<file path="src/dtq_pkg.sv">
package dtq_pkg;

    localparam int TIME_W            = 48;
    localparam int DELAY_W           = 32;
    localparam int TAG_W             = 16;
    localparam int CNT_W             = 3;
    localparam int KEY_FIELDS        = 4;
    localparam int QUEUE_DEPTH_DEF   = 16;
    localparam int MAX_RECEIVERS_DEF = 4;

    localparam int S_TDATA_W = 200;
    localparam int M_TDATA_W = 40;
    localparam int MODE_W    = 2;

    localparam logic [TIME_W-1:0] TIME_MAX = {TIME_W{1'b1}};

    localparam logic [MODE_W-1:0] MODE_TICK   = 2'd0;
    localparam logic [MODE_W-1:0] MODE_NEW    = 2'd1;
    localparam logic [MODE_W-1:0] MODE_HANDLE = 2'd2;
    localparam logic [MODE_W-1:0] MODE_KEY    = 2'd3;

    localparam logic [TAG_W-1:0] HANDLE_FIRST = 16'd1;

    typedef enum logic [2:0] {
        OP_NONE,
        OP_TICK,
        OP_INSERT,
        OP_HANDLE,
        OP_KEY
    } op_t;

    typedef enum logic {
        ST_IDLE,
        ST_SWEEP
    } state_t;

    typedef struct packed {
        op_t               op;
        logic [TIME_W-1:0] now;
        logic [TIME_W-1:0] deadline;
        logic [TAG_W-1:0]  message;
        logic [TAG_W-1:0]  new_handle;
        logic [CNT_W-1:0]  count;
        logic [TAG_W-1:0]  match_handle;
        logic [TAG_W-1:0]  key;
    } cmd_t;

    typedef struct packed {
        logic [TIME_W-1:0] deadline;
        logic [TAG_W-1:0]  message;
        logic [TAG_W-1:0]  handle;
        logic [CNT_W-1:0]  count;
    } entry_t;

    typedef struct packed {
        logic keep;
        logic gone;
    } link_t;

    typedef struct packed {
        logic [4:0]       pad;
        logic             queue_full;
        logic             removed;
        logic [TAG_W-1:0] new_handle;
        logic [TAG_W-1:0] fired_message;
        logic             fired;
    } result_t;

endpackage

</file>
<file path="src/dtq_slot.sv">
module dtq_slot #(
    parameter int MAX_RECEIVERS = dtq_pkg::MAX_RECEIVERS_DEF
) (
    input  logic                                   clk,
    input  logic                                   rst_n,
    input  dtq_pkg::cmd_t                          cmd,
    input  logic [MAX_RECEIVERS-1:0][dtq_pkg::TAG_W-1:0] new_rcv,
    input  logic                                   left_valid,
    input  dtq_pkg::entry_t                        left_entry,
    input  logic [MAX_RECEIVERS-1:0][dtq_pkg::TAG_W-1:0] left_rcv,
    input  logic                                   right_valid,
    input  dtq_pkg::entry_t                        right_entry,
    input  logic [MAX_RECEIVERS-1:0][dtq_pkg::TAG_W-1:0] right_rcv,
    input  dtq_pkg::link_t                         link_in,
    output dtq_pkg::link_t                         link_out,
    output logic                                   valid,
    output dtq_pkg::entry_t                        entry,
    output logic [MAX_RECEIVERS-1:0][dtq_pkg::TAG_W-1:0] rcv
);
    import dtq_pkg::*;

    logic                               valid_reg;
    logic                               valid_next;
    entry_t                             entry_reg;
    entry_t                             entry_next;
    logic [MAX_RECEIVERS-1:0][TAG_W-1:0] rcv_reg;
    logic [MAX_RECEIVERS-1:0][TAG_W-1:0] rcv_next;
    logic                               keep;
    logic                               hit;
    logic                               key_hit;

    assign keep = valid_reg && (entry_reg.deadline <= cmd.deadline);

    always_comb
    begin
        key_hit = 1'b0;
        for (int j = 0; j < MAX_RECEIVERS; j++)
        begin
            if ((j < int'(entry_reg.count)) && (rcv_reg[j] == cmd.key))
            begin
                key_hit = 1'b1;
            end
        end
    end

    always_comb
    begin
        case (cmd.op)
            OP_TICK:   hit = valid_reg && (cmd.now >= entry_reg.deadline);
            OP_HANDLE: hit = valid_reg && (entry_reg.handle == cmd.match_handle);
            OP_KEY:    hit = valid_reg && key_hit;
            default:   hit = 1'b0;
        endcase
    end

    assign link_out.keep = keep;
    assign link_out.gone = link_in.gone | hit;

    always_comb
    begin
        valid_next = valid_reg;
        entry_next = entry_reg;
        rcv_next   = rcv_reg;
        case (cmd.op)
            OP_INSERT:
            begin
                if (!keep)
                begin
                    if (link_in.keep)
                    begin
                        valid_next          = 1'b1;
                        entry_next.deadline = cmd.deadline;
                        entry_next.message  = cmd.message;
                        entry_next.handle   = cmd.new_handle;
                        entry_next.count    = cmd.count;
                        rcv_next            = new_rcv;
                    end
                    else
                    begin
                        valid_next = left_valid;
                        entry_next = left_entry;
                        rcv_next   = left_rcv;
                    end
                end
            end
            OP_TICK, OP_HANDLE, OP_KEY:
            begin
                if (link_out.gone)
                begin
                    valid_next = right_valid;
                    entry_next = right_entry;
                    rcv_next   = right_rcv;
                end
            end
            default:
            begin
                valid_next = valid_reg;
            end
        endcase
    end

    always_ff @(posedge clk or negedge rst_n)
    begin
        if (!rst_n)
        begin
            valid_reg <= 1'b0;
        end
        else
        begin
            valid_reg <= valid_next;
        end
    end

    always_ff @(posedge clk)
    begin
        entry_reg <= entry_next;
        rcv_reg   <= rcv_next;
    end

    assign valid = valid_reg;
    assign entry = entry_reg;
    assign rcv   = rcv_reg;

endmodule

</file>
<file path="config.mk">
export PLATFORM = sky130hd
export DESIGN_NAME = dtq_slot
export DESIGN_NICKNAME = d
export VERILOG_FILES = /design/src/dtq_pkg.sv /design/src/dtq_slot.sv
export SDC_FILE = /design/constraint.sdc
export NUM_CORES = 1
export LEC_CHECK = 0
export BUFFER_PORTS_ARGS = -buffer_cell sky130_fd_sc_hd__buf_2
export CAP_MARGIN = 20
export CELL_PAD_IN_SITES_DETAIL_PLACEMENT = 0
export CELL_PAD_IN_SITES_GLOBAL_PLACEMENT = 1
export CORE_AREA = 2 2 263 265
export DETAILED_ROUTE_END_ITERATION = 10
export DIE_AREA = 0 0 265 267
export GPL_TIMING_DRIVEN = 0
export PLACE_DENSITY = 0.5
export SYNTH_ARGS = -nofsm -noshare
export SYNTH_HDL_FRONTEND = slang
export SYNTH_SLANG_ARGS = --single-unit
</file>
<file path="constraint.sdc">
create_clock -name clk -period 9.7 [get_ports clk]
set_input_delay 0.97 -clock clk [delete_from_list [all_inputs] [get_ports clk]]
set_output_delay 0.97 -clock clk [all_outputs]
set_load 0.05 [all_outputs]
</file>
==> reports/summary.txt <==
Worst R2R Start - entry[82]$_DFFE_PP_
Compound-Gate Fraction of Synth Area - 11.95%
Status - complete, no violations
Vias in the first global route - 12180
Fillers - 7612
Initial antenna violation count - 8
CTS buffer count - 17
Rel. slew slack - 28.33%
DRC - 0
First-pass GRT wire length - 82580 um
Via count - 11280
Die area - 70760 um2
# port buffers - 677
Max Clk Rate - 198.4 MHz
Setup CP Type - in2reg
Die height - 267 um
Synth Cell Area - 10860 um2
Register bit total from synthesis - 148
Critical path peak fanout - 26
CTS max path bufs - 2
Critical path required time - 9.89 ns
Mux cell area share after synthesis - 13.66%
Setup violators final - 0
Overall die width - 265 um
Async SR Flop Fraction - 0.6757%
Yosys warns - 0
Syn Nets - 1748
Final nets - 2453
FP Rows - 96
Utilization after layout - 23.69%
Post-CTS setup buffer count - 0
Minimum clock period - 5.040 ns
Xor and xnor area share after synthesis - 6.455%
Crit path capture type - flip-flop
Met3 wire len - 4071 um
Worst Clk Skew - 0.02724 ns
Total GRT Usage - 16.50%
Routed length per placed instance - 22.00 um
TritonCTS clock tree - done
H-tree level count - 4
Worst Reg-to-Reg Cells - 13
Starting density of the core - 15.97%
Clk Latency, worst-skew pair - 0.49 ns
Final Hold Viols - 0
Drt initial violations - 501
Largest family of logic cells by synthesized area - multiplexers
Routability cong. - 0.8986
Seq/Total Area, Yosys - 40.89%
Post-route ant nets - 0
Final period utilization - 51.95%
Peak VDD IR - 0.06851 mV
Drt via density - 4.138
Synth area leaders - edfxtp_1 41%, mux2i_1 14%, ha_1 11%
Tot Pwr - 2.383 mW
Pins Over Slew Limit - 0
Area growth, synth to finish - 48.39%
Post-Synth Adder-Cell Area - 11.07%
Worst-Margin Slew - 1.065 ns
Clk slew on worst S/H paths - 0.07 ns
Synth top area share - 40.66%
PwrDens - 147.9 nW/um2
Worst Path Arrival - 5.23 ns
Core Area - 67990 um2
R2r setup slk - 4.86 ns
First drt pass iteration count - 4
Total grt overflow - 0
Post-synth EDFFs - 147
Root buffer cell - clkbuf_16
Most frequently used flop master after synthesis - edfxtp_1
Highest routed metal layer - met5
Unique cell type count in the Yosys netlist - 46
Sink Count - 148
RSZ-0062 raised after global routing - false
Reg-to-Reg End - entry[21]$_DFFE_PP_
CTS-repair resized insts - 0
Cell taking the most area after synthesis - edfxtp_1
WL final - 59950 um
Worst setup SP type - input pin
I/O pin cnt - 680
Max reg flops - 83
Wl on met1 - 23660 um
Min-delay worst type - in2async
Lkg Pwr - 7.781 nW
Post-synthesis cell count - 1122
Simple-gate area share of the yosys netlist - 10.68%
Hold buffers post-CTS - 0
Syn avg cell area - 9.675 um2
Largest net degree at the start of global routing - 31
Met2 wire length - 30130 um
Max Cap Violations - 0
Ratio of cells with drive above 1 in the final layout - 39.51%
HPWL after detailed placement - 51590 um
## routing by layer
layer | global-route usage (%) | up-vias
met5 | 0 | -
met4 | 6.841 | 6
met3 | 4.355 | 78
met2 | 29.59 | 503
met1 | 18.44 | 5247
li1 | - | 5442
## cell usage in the layout, fill, tap and decap left out, drive strengths merged, types with 4 or more instances in the layout
cell    netlist  final
clkbuf       50     68
o21ai       161    161
a21oi        34     34
clkinv        0      4
nor4         16     16
xor2         43     43
nor3          9      9
buf           1    686
xnor2        37     37
nand3        19     19
mux2i       147    147
a211oi        4      4
ha           96     96
nor2         16     16
nand2       172    172
inv         101    109
edfxtp      147    147
a21o         14     14
nand4        21     21
## per-stage QoR
stage                     cells  hold slack, ns  cell area [um2]  TNS (ns)  worst slack, ns
after global routing       2724          0.2254            16110         0            4.184
after CTS                  2720          0.2029            16080         0            4.260
after global placement     2681          0.7540            15350   -800.46           -5.481
after floorplan            1122          0.6744            10860         0           0.4575
final                      2725          0.2625            16110         0            4.660
after detailed placement   2688          0.7547            15490         0            3.733
## final cells by class
cell class | instances | area [um2] | share of cell area (%)
Sequential cell | 148 | 4439 | 27.56
Clock inverter | 15 | 157.7 | 0.9787
Tap cell | 882 | 1104 | 6.851
Inverter | 101 | 379.1 | 2.354
Clock buffer | 17 | 425.4 | 2.641
Antenna cell | 3 | 7.507 | 0.04661
Multi-Input combinational cell | 822 | 5849 | 36.31
Buffer | 51 | 197.7 | 1.227
Timing Repair Buffer | 686 | 3548 | 22.03
## report_power, final
part | internal (mW) | switching [mW] | leakage, nW | total [mW]
clock network | 0.363 | 0.335 | 0.281 | 0.697
registers | 0.797 | 0.0684 | 1.44 | 0.865
logic | 0.271 | 0.549 | 6.06 | 0.820
total | 1.43 | 0.952 | 7.78 | 2.38
## critical path, cell delays in order
cell and delay (ns):
buf_2 0.10, inv_1 0.04, ha_1 0.29, nand4_1 0.23, nor4_1 0.81, nand3_1 0.35, a31oi_1 0.43, nor4_1 0.09
o21ai_1 0.30, and3_4 0.23, nor3_1 0.06, nor2_4 0.56, buf_12 0.28, buf_12 0.24, buf_16 0.20
## cells in the mapped netlist, types with 2 or more instances
| library cell | instances |
|---|---|
| clkbuf_1 | 50 |
| xnor2_1 | 37 |
| nor2b_1 | 2 |
| a22oi_1 | 2 |
| o21ai_1 | 2 |
| edfxtp_1 | 147 |
| nor2_1 | 16 |
| nand4_1 | 21 |
| o211ai_1 | 3 |
| a21oi_2 | 2 |
| nor4_1 | 16 |
| a221oi_1 | 2 |
| nand3_1 | 19 |
| a211oi_1 | 4 |
| nand2_1 | 172 |
| inv_1 | 101 |
| o21ai_0 | 159 |
| a21oi_1 | 32 |
| a2111o_1 | 2 |
| nand2b_1 | 3 |
| a21o_1 | 14 |
| xor2_1 | 43 |
| ha_1 | 96 |
| nor3_1 | 9 |
| mux2i_1 | 147 |
## how the worst max path moves through the flow
stage / from / end / slack, ns / cells after the start
2_1_floorplan: cmd[114] / entry[0]$_DFFE_PP_ / 0.46 / 11
3_3_place_gp: cmd[114] / entry[26]$_DFFE_PP_ / -5.48 / 12
5_1_grt: cmd[114] / entry[21]$_DFFE_PP_ / 4.18 / 15
4_1_cts: cmd[114] / entry[25]$_DFFE_PP_ / 4.26 / 15
3_5_place_dp: cmd[114] / entry[25]$_DFFE_PP_ / 3.73 / 15
6_report: cmd[114] / entry[21]$_DFFE_PP_ / 4.66 / 15
## kinds of logic after synthesis
| kind of cell | Yosys count |
|---|---|
| simple gates | 264 |
| compound gates | 234 |
| buf+inv | 152 |
| mux | 148 |
| flops | 148 |
| fa+ha+maj | 96 |
| xor+xnor | 80 |
(Power assumes the default switching activity.)
